File: src/hw/rtl/bmf_pkg.sv
// Shared types and constants of the 9x9 box mean filter.
package bmf_pkg;

    localparam int PIXEL_W     = 8;
    localparam int PIXEL_MAX   = 255;
    localparam int FRAC_W      = 8;
    localparam int MEAN_W      = 16;
    localparam int COL_W       = 10;
    localparam int ROW_W       = 16;
    localparam int EXT_WIDTH_W = 11;
    localparam int EXT_HEIGHT_W = 16;
    localparam int CFG_INDEX_W = 8;
    localparam int CFG_DATA_W  = 16;

    localparam logic [MEAN_W-1:0]       MEAN_MAX          = 16'hFFFF;
    localparam logic [EXT_WIDTH_W-1:0]  EXT_WIDTH_RESET   = 11'd1024;
    localparam logic [EXT_HEIGHT_W-1:0] EXT_HEIGHT_RESET  = 16'd1024;

    localparam logic [CFG_INDEX_W-1:0] CFG_EXT_WIDTH  = 8'd0;
    localparam logic [CFG_INDEX_W-1:0] CFG_EXT_HEIGHT = 8'd1;

    typedef struct packed {
        logic emit;
        logic row_end;
        logic frame_end;
    } bmf_flags_t;

endpackage

File: src/hw/rtl/bmf_raster_ctrl.sv
// Raster position counters, line store slot and per-pixel output flags.
module bmf_raster_ctrl import bmf_pkg::*; #(
    parameter int FILTER_REACH = 4,
    parameter int LINE_MAX     = 1024,
    localparam int SLOT_W      = $clog2(LINE_MAX)
) (
    input  logic                    aclk,
    input  logic                    aresetn,
    input  logic                    advance,
    input  logic [EXT_WIDTH_W-1:0]  ext_width,
    input  logic [EXT_HEIGHT_W-1:0] ext_height,
    output logic [SLOT_W-1:0]       slot,
    output bmf_flags_t              flags
);

    localparam int HIST_ROWS = 2 * FILTER_REACH;
    localparam int LM_W      = $clog2(LINE_MAX + 1);
    localparam int CMP_W     = (EXT_WIDTH_W > LM_W) ? EXT_WIDTH_W : LM_W;

    logic [COL_W-1:0]  col_reg, col_next;
    logic [ROW_W-1:0]  row_reg, row_next;
    logic [SLOT_W-1:0] slot_reg, slot_next;
    logic [EXT_WIDTH_W-1:0]  eff_w;
    logic [EXT_HEIGHT_W-1:0] eff_h;
    logic last_col, last_row;

    always_comb begin
        if (CMP_W'(ext_width) > CMP_W'(LINE_MAX)) begin
            eff_w = EXT_WIDTH_W'(LINE_MAX);
        end else begin
            eff_w = ext_width;
        end
        if (eff_w == '0) begin
            eff_w = EXT_WIDTH_W'(1);
        end
        eff_h = (ext_height == '0) ? EXT_HEIGHT_W'(1) : ext_height;

        last_col = ({1'b0, col_reg} + EXT_WIDTH_W'(1)) >= eff_w;
        last_row = ({1'b0, row_reg} + (ROW_W + 1)'(1)) >= {1'b0, eff_h};

        flags.emit      = (row_reg >= ROW_W'(HIST_ROWS)) && (col_reg >= COL_W'(HIST_ROWS));
        flags.row_end   = last_col;
        flags.frame_end = last_col && last_row;

        col_next  = col_reg;
        row_next  = row_reg;
        slot_next = slot_reg;
        if (last_col) begin
            col_next  = '0;
            slot_next = '0;
            row_next  = last_row ? '0 : row_reg + ROW_W'(1);
        end else begin
            col_next = col_reg + COL_W'(1);
            if (col_reg == '1) begin
                slot_next = '0;
            end else if (({1'b0, slot_reg} + (SLOT_W + 1)'(1)) == (SLOT_W + 1)'(LINE_MAX)) begin
                slot_next = '0;
            end else begin
                slot_next = slot_reg + SLOT_W'(1);
            end
        end
    end

    always_ff @(posedge aclk) begin
        if (!aresetn) begin
            col_reg  <= '0;
            row_reg  <= '0;
            slot_reg <= '0;
        end else if (advance) begin
            col_reg  <= col_next;
            row_reg  <= row_next;
            slot_reg <= slot_next;
        end
    end

    assign slot = slot_reg;

endmodule

File: config.mk
export PLATFORM = sky130hd
export DESIGN_NAME = bmf_raster_ctrl
export DESIGN_NICKNAME = d
export VERILOG_FILES = /design/src/hw/rtl/bmf_pkg.sv /design/src/hw/rtl/bmf_raster_ctrl.sv
export SDC_FILE = /design/constraint.sdc
export NUM_CORES = 1
export LEC_CHECK = 0
export ABC_AREA = 1
export BUFFER_PORTS_ARGS = -buffer_cell sky130_fd_sc_hd__buf_2
export CAP_MARGIN = 20
export CORE_ASPECT_RATIO = 0.5
export CORE_UTILIZATION = 55
export CTS_BUF_LIST = sky130_fd_sc_hd__clkbuf_16
export DETAILED_ROUTE_END_ITERATION = 8
export GPL_TIMING_DRIVEN = 0
export PLACE_DENSITY = 0.86
export SYNTH_ARGS = -nofsm -noshare
export SYNTH_HDL_FRONTEND = slang
export SYNTH_SLANG_ARGS = --single-unit
File: constraint.sdc
create_clock -name aclk -period 3.4 [get_ports aclk]
set_input_delay 0.34 -clock aclk [delete_from_list [all_inputs] [get_ports aclk]]
set_output_delay 0.34 -clock aclk [all_outputs]
set_load 0.03 [all_outputs]
* Word-level counts from Yosys, hierarchy flattened
Index checks and enable logic that the tools add are counted.
** Word-level totals
- Flip-flop bits (word level) :: 36
- Bits of input ports :: 30
- Output and inout bits :: 13
** Operators by class
- Add/subtract/negate cells :: 6
- Order comparisons :: 5
- Equality and inequality tests :: 2
- Multiplexer cells :: 8
- Reduce and logical (&&, ||, !) cells :: 5
** Operator list (count)
- 2-to-1 mux 10 bit :: 4
- 2-to-1 mux 16 bit :: 2
- adder 10 x 1 -> 11 bit (second input constant) :: 2
- 2-to-1 mux 11 bit :: 2
- adder 10 x 1 -> 10 bit (second input constant) :: 2
- adder 16 x 1 -> 17 bit (second input constant) :: 1
- greater-or-equal comparator 17 x 16 -> 1 bit :: 1
- adder 16 x 1 -> 16 bit (second input constant) :: 1
- greater-or-equal comparator 16 x 4 -> 1 bit (second input constant) :: 1
- zero test 16 bit :: 1
- == test 11 bit (second input constant) :: 1
- greater-or-equal comparator 11 bit :: 1
- greater-than comparator 11 bit (second input constant) :: 1
- zero test 11 bit :: 1
- == test 10 bit (second input constant) :: 1
- greater-or-equal comparator 10 x 4 -> 1 bit (second input constant) :: 1
- logical AND 1 bit :: 2
- AND reduction 2 bit :: 1

* Depth between registers and ports, before layout
- Word-level depth :: 6
- Mapped depth :: 19
- Mapped depth without buffers :: 17

* Worst setup path before layout
No wires, ideal clock.
- Path type :: register -> output
- Start :: reg row_reg[0]
- End :: out flags[0] (netlist name)
- Arrival :: 2635 ps
- Required time :: 3060 ps
- Setup slack :: 425 ps
- Cell stages (with the launch flop) :: 16
- Cell sequence :: dfxtp_1 ha_1 nand2_1 nor2_2 nand2_4 nor2_1 nand2_1 xor2_1 ha_1 nand2_1 nor2_1 nand4_1 nand3_4 nor2_8 buf_12 nor2_1
** RTL lines
- start, declared :: RTL line bmf_raster_ctrl.sv:21 : logic [ROW_W-1:0] row_reg, row_next;
- start signal, assigned :: RTL line bmf_raster_ctrl.sv:71 : row_reg <= row_next;
- end, declared :: RTL line bmf_raster_ctrl.sv:13 : output bmf_flags_t flags

==> run summary <==
Rows: 18
number of global-route vias before repair: 2,590
post-synth top area share: 23.16%
hold violation count in the final report: 0
max FFs per register: 16
clock latency at the later pin of the worst-skew pair: 0.28 ns
fin nets: 580
slew margin rel.: 63.89%
root buffer cell: clkbuf_16
overall power: 0.0009879 W
post-DR wirelength/cell: 12.36 microns
CP max FO: 7
drt pass-1 iters: 4
clock-pin slew on the worst setup and hold paths: 0.05 ns
Synth Cell Area: 3112 sq um
number of I/O port buffers: 41
clock sinks: 36
Yosys Warn Count: 0
Inst Count DP: 571
clock buffer depth: 2
post-route ant nets: 0
Slew @ Worst Pin: 0.5397 ns
most common cell in the netlist: nand2_1
CTS tree: done
initial antenna violation count: 0
top cells by count, synth: nand2_1 (124), inv_1 (69), nand3_1 (37)
MaxCap Viol Count: 0
Worst EP arrival: 2.95 ns
FF+latch area: 730.7 sq um
Setup TNS: 0 ns
total die area: 5981 sq um
largest net degree at the start of global routing: 11
Slew Viols, Final: 0
top cell type by total area after synthesis: dfxtp_1
VDD IR max: 0.0001942 V
DPL Wire Length: 5.342 mm
ys flop type: dfxtp_1
crit end category: output pin
GR Util All Layers: 24.87%
Initial Util: 60.07%
total grt overflow: 0
Remaining DRCs: 0
routed vias/inst: 5.206
Place WS: 0.2232 ns
Multi-input gate area: 2116 sq um
Chip Height: 55.19 microns
Crit Path Class: register to output pin
Tmin final: 3.295 ns
1st-iter DRT viols: 154
cells after synthesis: 460
Hold WC Path Type: primary input to register
Pleak: 1.938 nW
Area Growth Syn to Fin: 18.58%
Critical Path Source Type: register
Final Instance Count excl. Fillers: 588
Layout Skew: 0.003353 ns
Worst Path Required: 3.06 ns
Post-synth ARST share: 0%
Placer Congestion: 0.8479
Post-synth EDFFs: 0
fillcell total: 445
IO Count: 43
global-route wire length before repair: 11.23 mm
FF+latch count, synth: 36
Seq/Total Area, Yosys: 23.16%
final worst slack: 0.1051 ns
Die W: 108.4 microns
final setup fails: 0
status: completed
n_diodes: 0
Avg Cell Area, Syn: 6.765 sq um
library cells used by synthesis: 34
WL final: 7.265 mm
total power density per cell area: 267.7 nW/um^2
share of cells above drive strength 1: 21.43%
Hold Buf Count CTS: 0
H-tree levels: 2
Inserted Clock Buffers: 5
via count: 3,061
f_max: 0.3035 GHz
Post-Syn Nets: 522
Tcrit/Tclk final: 96.91%
dominant cells by area after synthesis: dfxtp_1 (23%), nand2_1 (15%), ha_1 (13%), inv_1 (8.3%), xor2_1 (6.5%)
core area: 5180 sq um
fin util: 71.23%
-- metrics by stage --
| step | hold slack [ns] | area [sq um] |
|---|---|---|
| detailed placement | 0.4907 | 3405 |
| global placement | 0.4858 | 3405 |
| global route | 0.4217 | 3690 |
| floorplan | 0.4682 | 3112 |
| finish | 0.4004 | 3690 |
| CTS | 0.3974 | 3562 |
-- cells in the final DEF (no fill, tap or decap), types with 10 or more instances in the layout --
cell type,synthesis,routed
a21oi_1,27,27
nand2_1,124,122
dfxtp_1,36,28
ha_1,32,31
buf_2,0,40
xor2_1,23,20
nand3_2,10,10
nor2_1,32,27
nand3_1,37,37
inv_1,69,70
buf_4,2,12
-- where the power goes --
group / switching [W] / total (W) / internal [W]
sequential: 0.00000607 / 0.000433 / 0.000427
clock: 0.000172 / 0.000435 / 0.000263
combinational: 0.0000753 / 0.000120 / 0.0000449
total: 0.000253 / 0.000988 / 0.000735
-- worst paths after layout --
check	slack, ns	from	cells after the start	end
max	0.11	row_reg[0]	17	flags[0]
min	0.40	advance	3	col_reg[0]
max reg2reg	0.43	col_reg[1]	16	row_reg[2]
min reg2reg	0.50	slot[6]	2	slot[6]
-- routing by layer --
metal	part of all wire (%)	vias to the layer above	GRT usage, %	wire length, microns
met5	0	-	0	0
met1	47	1376	31.20	3380
met2	47	89	44.69	3423
met3	4.7	12	3.396	343
met4	1.6	0	10.14	118
li1	-	1584	-	-
-- final cells by class --
| class | instances | share of cell area [%] |
|---|---|---|
| buffer | 11 | 1.967 |
| timing repair buffer | 51 | 7.664 |
| tap | 70 | 2.374 |
| multi-input combinational | 342 | 57.34 |
| clock buffer | 5 | 3.391 |
| sequential | 36 | 19.80 |
| inverter | 71 | 7.223 |
| clock inverter | 2 | 0.2374 |
-- critical path, cell delays in order (launching register included) --
cell      delay [ns]
dfxtp_2         0.37
ha_2            0.21
nand2_1         0.08
nor2_2          0.15
nand2_4         0.10
nor2_1          0.12
xor2_1          0.32
ha_1            0.31
nand4_1         0.09
nor2_2          0.06
nand2_1         0.06
nand2_1         0.06
nor2_2          0.15
nand2_4         0.08
nor2_8          0.14
buf_12          0.13
nor2_1          0.04
clkbuf_4        0.17
-- timing repair --
action	4_1_cts	5_1_grt
setup endpoints to repair	1	2
pin swaps	2	11
gates resized for setup	4	20
buffers inserted	1	9
-- kinds of logic after synthesis --
group | synth area share [%]
adders and majority gates | 12.87
AOI/OAI and AO/OA | 6.554
buffers and inverters | 10.90
and+or+nand+nor | 38.64
DFF | 23.16
xor gates and xnor gates | 7.881
No activity file was read; power rests on OpenSTA's default activity.
