<file path="config.mk">
export PLATFORM = sky130hd
export DESIGN_NAME = bmf_mean_div
export DESIGN_NICKNAME = d
export VERILOG_FILES = /design/src/hw/rtl/bmf_pkg.sv /design/src/hw/rtl/bmf_mean_div.sv
export SDC_FILE = /design/constraint.sdc
export NUM_CORES = 1
export LEC_CHECK = 0
export BUFFER_PORTS_ARGS = -buffer_cell sky130_fd_sc_hd__buf_2
export CAP_MARGIN = 15
export CORE_ASPECT_RATIO = 1.25
export CORE_MARGIN = 1.5
export CORE_UTILIZATION = 45
export CTS_CLUSTER_SIZE = 10
export DETAILED_ROUTE_END_ITERATION = 6
export SLEW_MARGIN = 40
export SYNTH_ARGS = -nofsm -noshare
export SYNTH_HDL_FRONTEND = slang
export SYNTH_SLANG_ARGS = --single-unit
</file>
<file path="constraint.sdc">
create_clock -name aclk -period 12.7 [get_ports aclk]
set_clock_uncertainty 0.15 [all_clocks]
set_input_delay 0.635 -clock aclk [delete_from_list [all_inputs] [get_ports aclk]]
set_output_delay 0.635 -clock aclk [all_outputs]
set_load 0.01 [all_outputs]
</file>
<file path="src/hw/rtl/bmf_pkg.sv">
// Shared types and constants of the 9x9 box mean filter.
package bmf_pkg;

    localparam int PIXEL_W     = 8;
    localparam int PIXEL_MAX   = 255;
    localparam int FRAC_W      = 8;
    localparam int MEAN_W      = 16;
    localparam int COL_W       = 10;
    localparam int ROW_W       = 16;
    localparam int EXT_WIDTH_W = 11;
    localparam int EXT_HEIGHT_W = 16;
    localparam int CFG_INDEX_W = 8;
    localparam int CFG_DATA_W  = 16;

    localparam logic [MEAN_W-1:0]       MEAN_MAX          = 16'hFFFF;
    localparam logic [EXT_WIDTH_W-1:0]  EXT_WIDTH_RESET   = 11'd1024;
    localparam logic [EXT_HEIGHT_W-1:0] EXT_HEIGHT_RESET  = 16'd1024;

    localparam logic [CFG_INDEX_W-1:0] CFG_EXT_WIDTH  = 8'd0;
    localparam logic [CFG_INDEX_W-1:0] CFG_EXT_HEIGHT = 8'd1;

    typedef struct packed {
        logic emit;
        logic row_end;
        logic frame_end;
    } bmf_flags_t;

endpackage

</file>
<file path="src/hw/rtl/bmf_mean_div.sv">
// Window mean: rounded division by the tap count through a registered reciprocal multiply.
module bmf_mean_div import bmf_pkg::*; #(
    parameter int WSUM_W = 15,
    parameter int TAPS   = 81
) (
    input  logic              aclk,
    input  logic              aresetn,
    input  logic              en,
    input  logic              in_valid,
    input  logic [WSUM_W-1:0] in_sum,
    input  bmf_flags_t        in_flags,
    output logic              out_valid,
    output logic [MEAN_W-1:0] out_mean,
    output bmf_flags_t        out_flags
);

    localparam int N  = WSUM_W + FRAC_W;
    localparam int L  = $clog2(TAPS);
    localparam int S  = N + L;
    localparam int RW = N + 1;
    localparam int PW = N + RW;
    localparam int QW = PW - S;
    localparam logic [63:0] RECIP64 = ((64'd1 << S) + 64'(TAPS) - 64'd1) / 64'(TAPS);
    localparam logic [RW-1:0] RECIP = RW'(RECIP64);

    logic [N-1:0]  dividend;
    logic [PW-1:0] prod_next, prod_reg;
    logic          valid_reg;
    bmf_flags_t    flags_reg;
    logic [QW-1:0] quot;

    assign dividend  = {in_sum, FRAC_W'(0)} + N'(TAPS / 2);
    assign prod_next = PW'(dividend) * PW'(RECIP);

    always_ff @(posedge aclk) begin
        if (!aresetn) begin
            valid_reg <= 1'b0;
        end else if (en) begin
            valid_reg <= in_valid;
        end
    end

    always_ff @(posedge aclk) begin
        if (en) begin
            prod_reg  <= prod_next;
            flags_reg <= in_flags;
        end
    end

    assign quot      = QW'(prod_reg >> S);
    assign out_mean  = (quot > QW'(MEAN_MAX)) ? MEAN_MAX : MEAN_W'(quot);
    assign out_valid = valid_reg;
    assign out_flags = flags_reg;

endmodule

</file>
== Word-level counts from Yosys, hierarchy flattened ==
Cells that the tools add are included.

* Memory bits (writable): 0
* Flip-flop bits (word level): 48
* ROM bits: 0
* Memories: 0
* Latch bits: 0
* Bits of input ports: 22

* Shifts and indexed selects: 0
* Divide/modulo/power cells: 0
* Bitwise gates (word level): 0
* Reductions and logical operators: 0
* Multiplexer cells: 1
* Add/subtract/negate cells: 1
* Multipliers: 1
* Eq/ne operators: 0
* Magnitude comparators: 1

{| class="wikitable"
|+ Operators with widths
! kind !! number
|-
| 23-bit by 21-bit multiplier with 44-bit output (second input constant) || 1
|-
| 23-bit by 6-bit adder with 23-bit output (second input constant) || 1
|-
| 17-bit by 16-bit greater-than comparator with 1-bit output (second input constant) || 1
|-
| 16-bit 2-to-1 mux || 1
|}

== Depth between registers and ports, before layout ==
* Depth in word-level cells: 2
* Mapped depth: 22
* Depth with buffers taken out: 21

== Worst setup path after synthesis ==
OpenSTA, ideal clock, no wires.

* Kind: input to register
* Start: input in_sum[2]
* End: register prod_reg[43] (data pin)
* Arrival: 5,567 ps
* Path buffers: 0
* Slack: 6,816 ps
* Data required time: 12,383 ps
* Stages on the path: 19
* Cells stage by stage: inv_1 -> ha_1 -> fa_1 -> inv_1 -> fa_1 -> inv_1 -> fa_1 -> inv_1 -> fa_1 -> fa_1 -> ha_1 -> ha_1 -> and3_1 -> nand2_1 -> a211oi_1 -> o311a_1 -> nor2_1 -> mux2_2 -> a211oi_1

* Cells in the longest elaborated chain, start to end: 2

{| class="wikitable"
|+ RTL lines
! item !! line !! text
|-
| start: declaration || bmf_mean_div.sv:10 || <nowiki>input logic [WSUM_W-1:0] in_sum,</nowiki>
|-
| 23-bit by 6-bit adder with 23-bit output || bmf_mean_div.sv:32 || <nowiki>assign dividend = {in_sum, FRAC_W'(0)} + N'(TAPS / 2);</nowiki>
|-
| 23-bit by 21-bit multiplier with 44-bit output || bmf_mean_div.sv:33 || <nowiki>assign prod_next = PW'(dividend) * PW'(RECIP);</nowiki>
|-
| via prod_next[43] || bmf_mean_div.sv:27 || <nowiki>logic [PW-1:0] prod_next, prod_reg;</nowiki>
|-
| end signal: assignment || bmf_mean_div.sv:45 || <nowiki>prod_reg <= prod_next;</nowiki>
|-
| end: declaration || bmf_mean_div.sv:27 ||
|}

The timed path passes the listed nets, and every way through them passes these cells.
A chain may end at the register's enable or synchronous reset.

== Worst setup path in the final report ==
* Start: input in_sum[5]
* End: register prod_reg[43] (data pin)

The elaborated chain is that of the path after synthesis.

==> report_table.html <==
<table>
<tr><th>Metric</th><th>Value</th></tr>
<tr><th colspan="2">Status</th></tr>
<tr><td>Result of the run</td><td>completed</td></tr>
<tr><th colspan="2">STA</th></tr>
<tr><td>Max-slew violation count</td><td>0</td></tr>
<tr><td>Transition time at the pin with the least slew margin</td><td>449 ps</td></tr>
<tr><td>Post-route setup TNS</td><td>0 ps</td></tr>
<tr><td>Final hold viol count</td><td>0</td></tr>
<tr><td>Post-layout minimum cycle time</td><td>6240 ps</td></tr>
<tr><td>Endpoints failing setup</td><td>0</td></tr>
<tr><td>Relative slew margins</td><td>0.701</td></tr>
<tr><td>Achievable clock frequency</td><td>160 MHz</td></tr>
<tr><td>Final worst-path cycle share</td><td>0.491</td></tr>
<tr><td>Setup repair after global routing missed its margin</td><td>no</td></tr>
<tr><th colspan="2">Place</th></tr>
<tr><td>Count of buffers from port buffering</td><td>41</td></tr>
<tr><td>Placer's final routability congestion estimate</td><td>0.917</td></tr>
<tr><td>Estimated wirelength of the detail-placed design</td><td>11800 microns</td></tr>
<tr><td>Placed Instance Area</td><td>6260 sq um</td></tr>
<tr><th colspan="2">GRT</th></tr>
<tr><td>First-pass GRT wire length</td><td>21000 microns</td></tr>
<tr><td>Pin count of the biggest net entering global routing</td><td>22</td></tr>
<tr><td>Aggregate global-route resource usage</td><td>0.196</td></tr>
<tr><td>Initial antenna violation count</td><td>0</td></tr>
<tr><td>Vias in the first global route</td><td>4235</td></tr>
<tr><td>Overflow after GRT</td><td>0</td></tr>
<tr><th colspan="2">Cells and area</th></tr>
<tr><td>Design Area, Final</td><td>6340 sq um</td></tr>
<tr><td>Most common library cell in the layout ignoring fill and taps</td><td>ha_1</td></tr>
<tr><td>Area Overhead vs Synth</td><td>8.16%</td></tr>
<tr><td>Share of post-route cells with drive strength above 1</td><td>0.116</td></tr>
<tr><td>Final net count</td><td>874</td></tr>
<tr><td>Leading cell types in the layout, fill and taps excluded</td><td>ha_1 (177), inv_1 (104), fa_1 (77)</td></tr>
<tr><td>Diodes inserted</td><td>0</td></tr>
<tr><td>Count of fill cells added during filler insertion</td><td>1191</td></tr>
<tr><td>Largest register FFs</td><td>17</td></tr>
<tr><td>Combined area of the multi-input logic cells</td><td>4830 sq um</td></tr>
<tr><td>Flip-flop and latch area</td><td>621 sq um</td></tr>
<tr><th colspan="2">Yosys</th></tr>
<tr><td>Syn Nets</td><td>832</td></tr>
<tr><td>Warnings from Yosys</td><td>0</td></tr>
<tr><td>Number of distinct library cell variants in the gate-level netlist after synthesis</td><td>44</td></tr>
<tr><td>Mean instance size in the synthesized netlist</td><td>10.5 sq um</td></tr>
<tr><td>Part of the Yosys area used for sequential elements</td><td>0.106</td></tr>
<tr><td>Cell area after technology mapping</td><td>5860 sq um</td></tr>
<tr><td>Number of standard cells after synthesis</td><td>556</td></tr>
<tr><td>Flip-flop and latch count after synthesis</td><td>21</td></tr>
<tr><td>Area share of the largest cell type after synthesis</td><td>0.378</td></tr>
<tr><td>Library cell with the largest summed area after synthesis</td><td>ha_1</td></tr>
<tr><td>Top cells by area, synth</td><td>ha_1 (38%), fa_1 (26%), edfxtp_1 (10%), inv_1 (6.7%), a21oi_1 (2.1%)</td></tr>
<tr><th colspan="2">CTS</th></tr>
<tr><td>Later-pin clock latency in the skew report</td><td>250 ps</td></tr>
<tr><td>CTS clk-pin slew, worst paths</td><td>50 ps</td></tr>
<tr><td>Buffer count from post-CTS setup fixing</td><td>0</td></tr>
<tr><td>Hold-fix buffer count after cts</td><td>0</td></tr>
<tr><td>Sinks on Clock Net</td><td>21</td></tr>
<tr><td>Clock buffers created by TritonCTS</td><td>3</td></tr>
<tr><td>Number of H-tree levels</td><td>1</td></tr>
<tr><td>Clock Path Buffers</td><td>2</td></tr>
<tr><td>Root buffer cell</td><td>clkbuf_16</td></tr>
<tr><td>Gates resized, CTS repair</td><td>0</td></tr>
<tr><td>Clock tree from TritonCTS</td><td>built</td></tr>
<tr><th colspan="2">Power and ir drop</th></tr>
<tr><td>Cell internal power dissipation</td><td>0.790 mW</td></tr>
<tr><td>Worst-case vdd ir drop</td><td>0.000127 V</td></tr>
<tr><td>Post-layout power</td><td>1.64 mW</td></tr>
<tr><td>Relative contribution of the clock network to total power</td><td>0.039</td></tr>
<tr><td>Power density over cell area</td><td>260 nW/um^2</td></tr>
<tr><td>Gate power share</td><td>0.865</td></tr>
<tr><td>Standby leakage power</td><td>3.43 nW</td></tr>
<tr><td>Seq pwr share</td><td>0.096</td></tr>
<tr><td>Switching power as a share of total power</td><td>0.520</td></tr>
<tr><td>Net Sw Power</td><td>0.855 mW</td></tr>
<tr><th colspan="2">Routing</th></tr>
<tr><td>Final routed wire length divided by cell count</td><td>16.8 microns</td></tr>
<tr><td>Number of DRC violations after detailed routing</td><td>0</td></tr>
<tr><td>Met2 wire len</td><td>6860 microns</td></tr>
<tr><td>Via/cell ratio</td><td>5.28</td></tr>
<tr><td>Met1 layer wirelength in the final routing</td><td>5370 microns</td></tr>
<tr><td>Detailed-routing iteration count for the pre-antenna-repair pass</td><td>4</td></tr>
<tr><td>Met3 routed WL</td><td>275 microns</td></tr>
<tr><td>Sum of routed wire length over all layers</td><td>12800 microns</td></tr>
<tr><td>DR iter-0 viols</td><td>91</td></tr>
<tr><td>Antenna viol nets, final</td><td>0</td></tr>
<tr><td>DR vias</td><td>4038</td></tr>
<tr><td>Highest metal layer used by the detailed router</td><td>met4</td></tr>
<tr><th colspan="2">Floorplan</th></tr>
<tr><td>Initial core utilization</td><td>0.461</td></tr>
<tr><td>IO Pins</td><td>42</td></tr>
<tr><td>Rows</td><td>46</td></tr>
<tr><td>Floorplan die area</td><td>13700 sq um</td></tr>
<tr><td>Die span in x</td><td>105 microns</td></tr>
<tr><td>Placeable Area</td><td>12700 sq um</td></tr>
<tr><td>DIE HEIGHT</td><td>131 microns</td></tr>
<tr><th colspan="2">Hold path</th></tr>
<tr><td>Hold path cells</td><td>2</td></tr>
<tr><td>Classification of the worst-slack hold path</td><td>reg -&gt; reg</td></tr>
<tr><th colspan="2">Worst setup path</th></tr>
<tr><td>Delay contributed by the slowest stage of the critical path</td><td>520 ps</td></tr>
<tr><td>Critical-path cell with the highest stage delay</td><td>fa_1</td></tr>
<tr><td>Type of origin of the critical path</td><td>input pin</td></tr>
<tr><td>Cells along the critical path</td><td>buf_2, ha_1, ha_1, fa_1, fa_1, inv_1, fa_1, inv_1, fa_1, ha_1, ha_1, o21ai_0, o21ai_1, o211a_1, o311a_1, nor2_1, mux2_2, a211oi_1</td></tr>
<tr><td>Number of buffers and inverters on the critical path</td><td>3</td></tr>
<tr><td>Required time at the endpoint of the critical path</td><td>12630 ps</td></tr>
<tr><td>Endpoint type of the worst setup path</td><td>flip-flop</td></tr>
<tr><td>Crit path max fanout</td><td>7</td></tr>
<tr><td>Stages on the worst setup path</td><td>18</td></tr>
<tr><td>Kind of cell with the highest combined delay on the critical path</td><td>adder cells</td></tr>
<tr><td>Number of cells on the worst reg-to-reg path</td><td>2</td></tr>
<tr><td>Startpoint-to-endpoint class of the critical path</td><td>in -&gt; reg</td></tr>
<tr><td>Data arrival time at the worst-slack endpoint</td><td>6170 ps</td></tr>
<tr><th colspan="2">Flow run</th></tr>
<tr><td>Maximum Capacitance Violations</td><td>0</td></tr>
</table>
==> power groups by stage <==
stage	sequential, mW	clock, mW	combinational [mW]
after floorplan	0.157	0	1.06
after global placement	0.159	0	1.41
after detailed placement	0.160	0	1.42
after CTS	0.159	0.0648	1.44
after global routing	0.162	0.0674	1.62
final	0.158	0.0639	1.42
==> worst register-to-register path, stage by stage, from the launching register on <==
cell,delay [ps]
dfxtp_1,300
mux2i_1,130
nor2b_1,60
==> per-stage QoR <==
step	hold slack, ps	worst slack [ps]	util	instances
after floorplan	388	6820	-	556
after global placement	344	6320	0.492	761
after detailed placement	361	6220	0.492	761
after CTS	378	6450	0.498	765
after global routing	399	6220	0.498	765
final	368	6460	0.498	765
==> metal layers <==
layer / track usage / vias up
met1: 0.231 / 1966
met3: 0.0119 / 18
met4: 0.0540 / 0
met5: 0 / -
li1: - / 1979
met2: 0.384 / 75
==> layout make-up <==
cell class / instances / area share
inverter: 104 / 0.0616
sequential: 21 / 0.0979
tap: 168 / 0.0332
multi-input combinational: 427 / 0.762
timing repair buffer: 41 / 0.0324
clock buffer: 4 / 0.0124
==> cells in the mapped netlist <==
cell type / number
a221oi_1: 2
o21ai_1: 1
a211oi_1: 2
o21a_1: 1
ha_1: 177
or3_2: 1
a21oi_1: 25
nand2_1: 18
and4_1: 2
nand2b_1: 3
a21o_1: 7
o31ai_1: 2
dfxtp_1: 1
nor3_1: 3
o32ai_2: 1
or2b_2: 1
clkbuf_1: 3
and2_2: 1
o211ai_1: 4
o21bai_1: 3
nand4_1: 8
o211a_1: 1
inv_1: 104
xnor2_1: 12
a31oi_1: 2
a31o_2: 1
or4_1: 1
o22ai_1: 1
nor2_1: 14
nor2b_1: 3
mux2_2: 1
o221ai_2: 1
and3_1: 3
nand3_1: 4
a22o_1: 1
or2_2: 17
fa_1: 77
edfxtp_1: 20
buf_2: 1
a211oi_2: 1
mux2i_1: 1
xor2_1: 7
o311a_1: 1
o21ai_0: 16
==> worst paths after layout <==
check                              start                     end  slack (ps)
setup / recovery               in_sum[5]  prod_reg[43]$_DFFE_PP_        6460
hold reg to reg   out_valid$_SDFFE_PN0P_  out_valid$_SDFFE_PN0P_         370
setup reg to reg  out_valid$_SDFFE_PN0P_  out_valid$_SDFFE_PN0P_       11950
hold / removal    out_valid$_SDFFE_PN0P_  out_valid$_SDFFE_PN0P_         370
==> kinds of logic after synthesis <==
group / Yosys count / synth area share
fa+ha+maj: 254 / 0.641
buf+inv: 108 / 0.0694
simple gates: 79 / 0.0711
compound gates: 73 / 0.0803
flops: 21 / 0.106
xor+xnor: 19 / 0.0284
mux: 2 / 0.00363
Power figures use the tool's default switching activity.
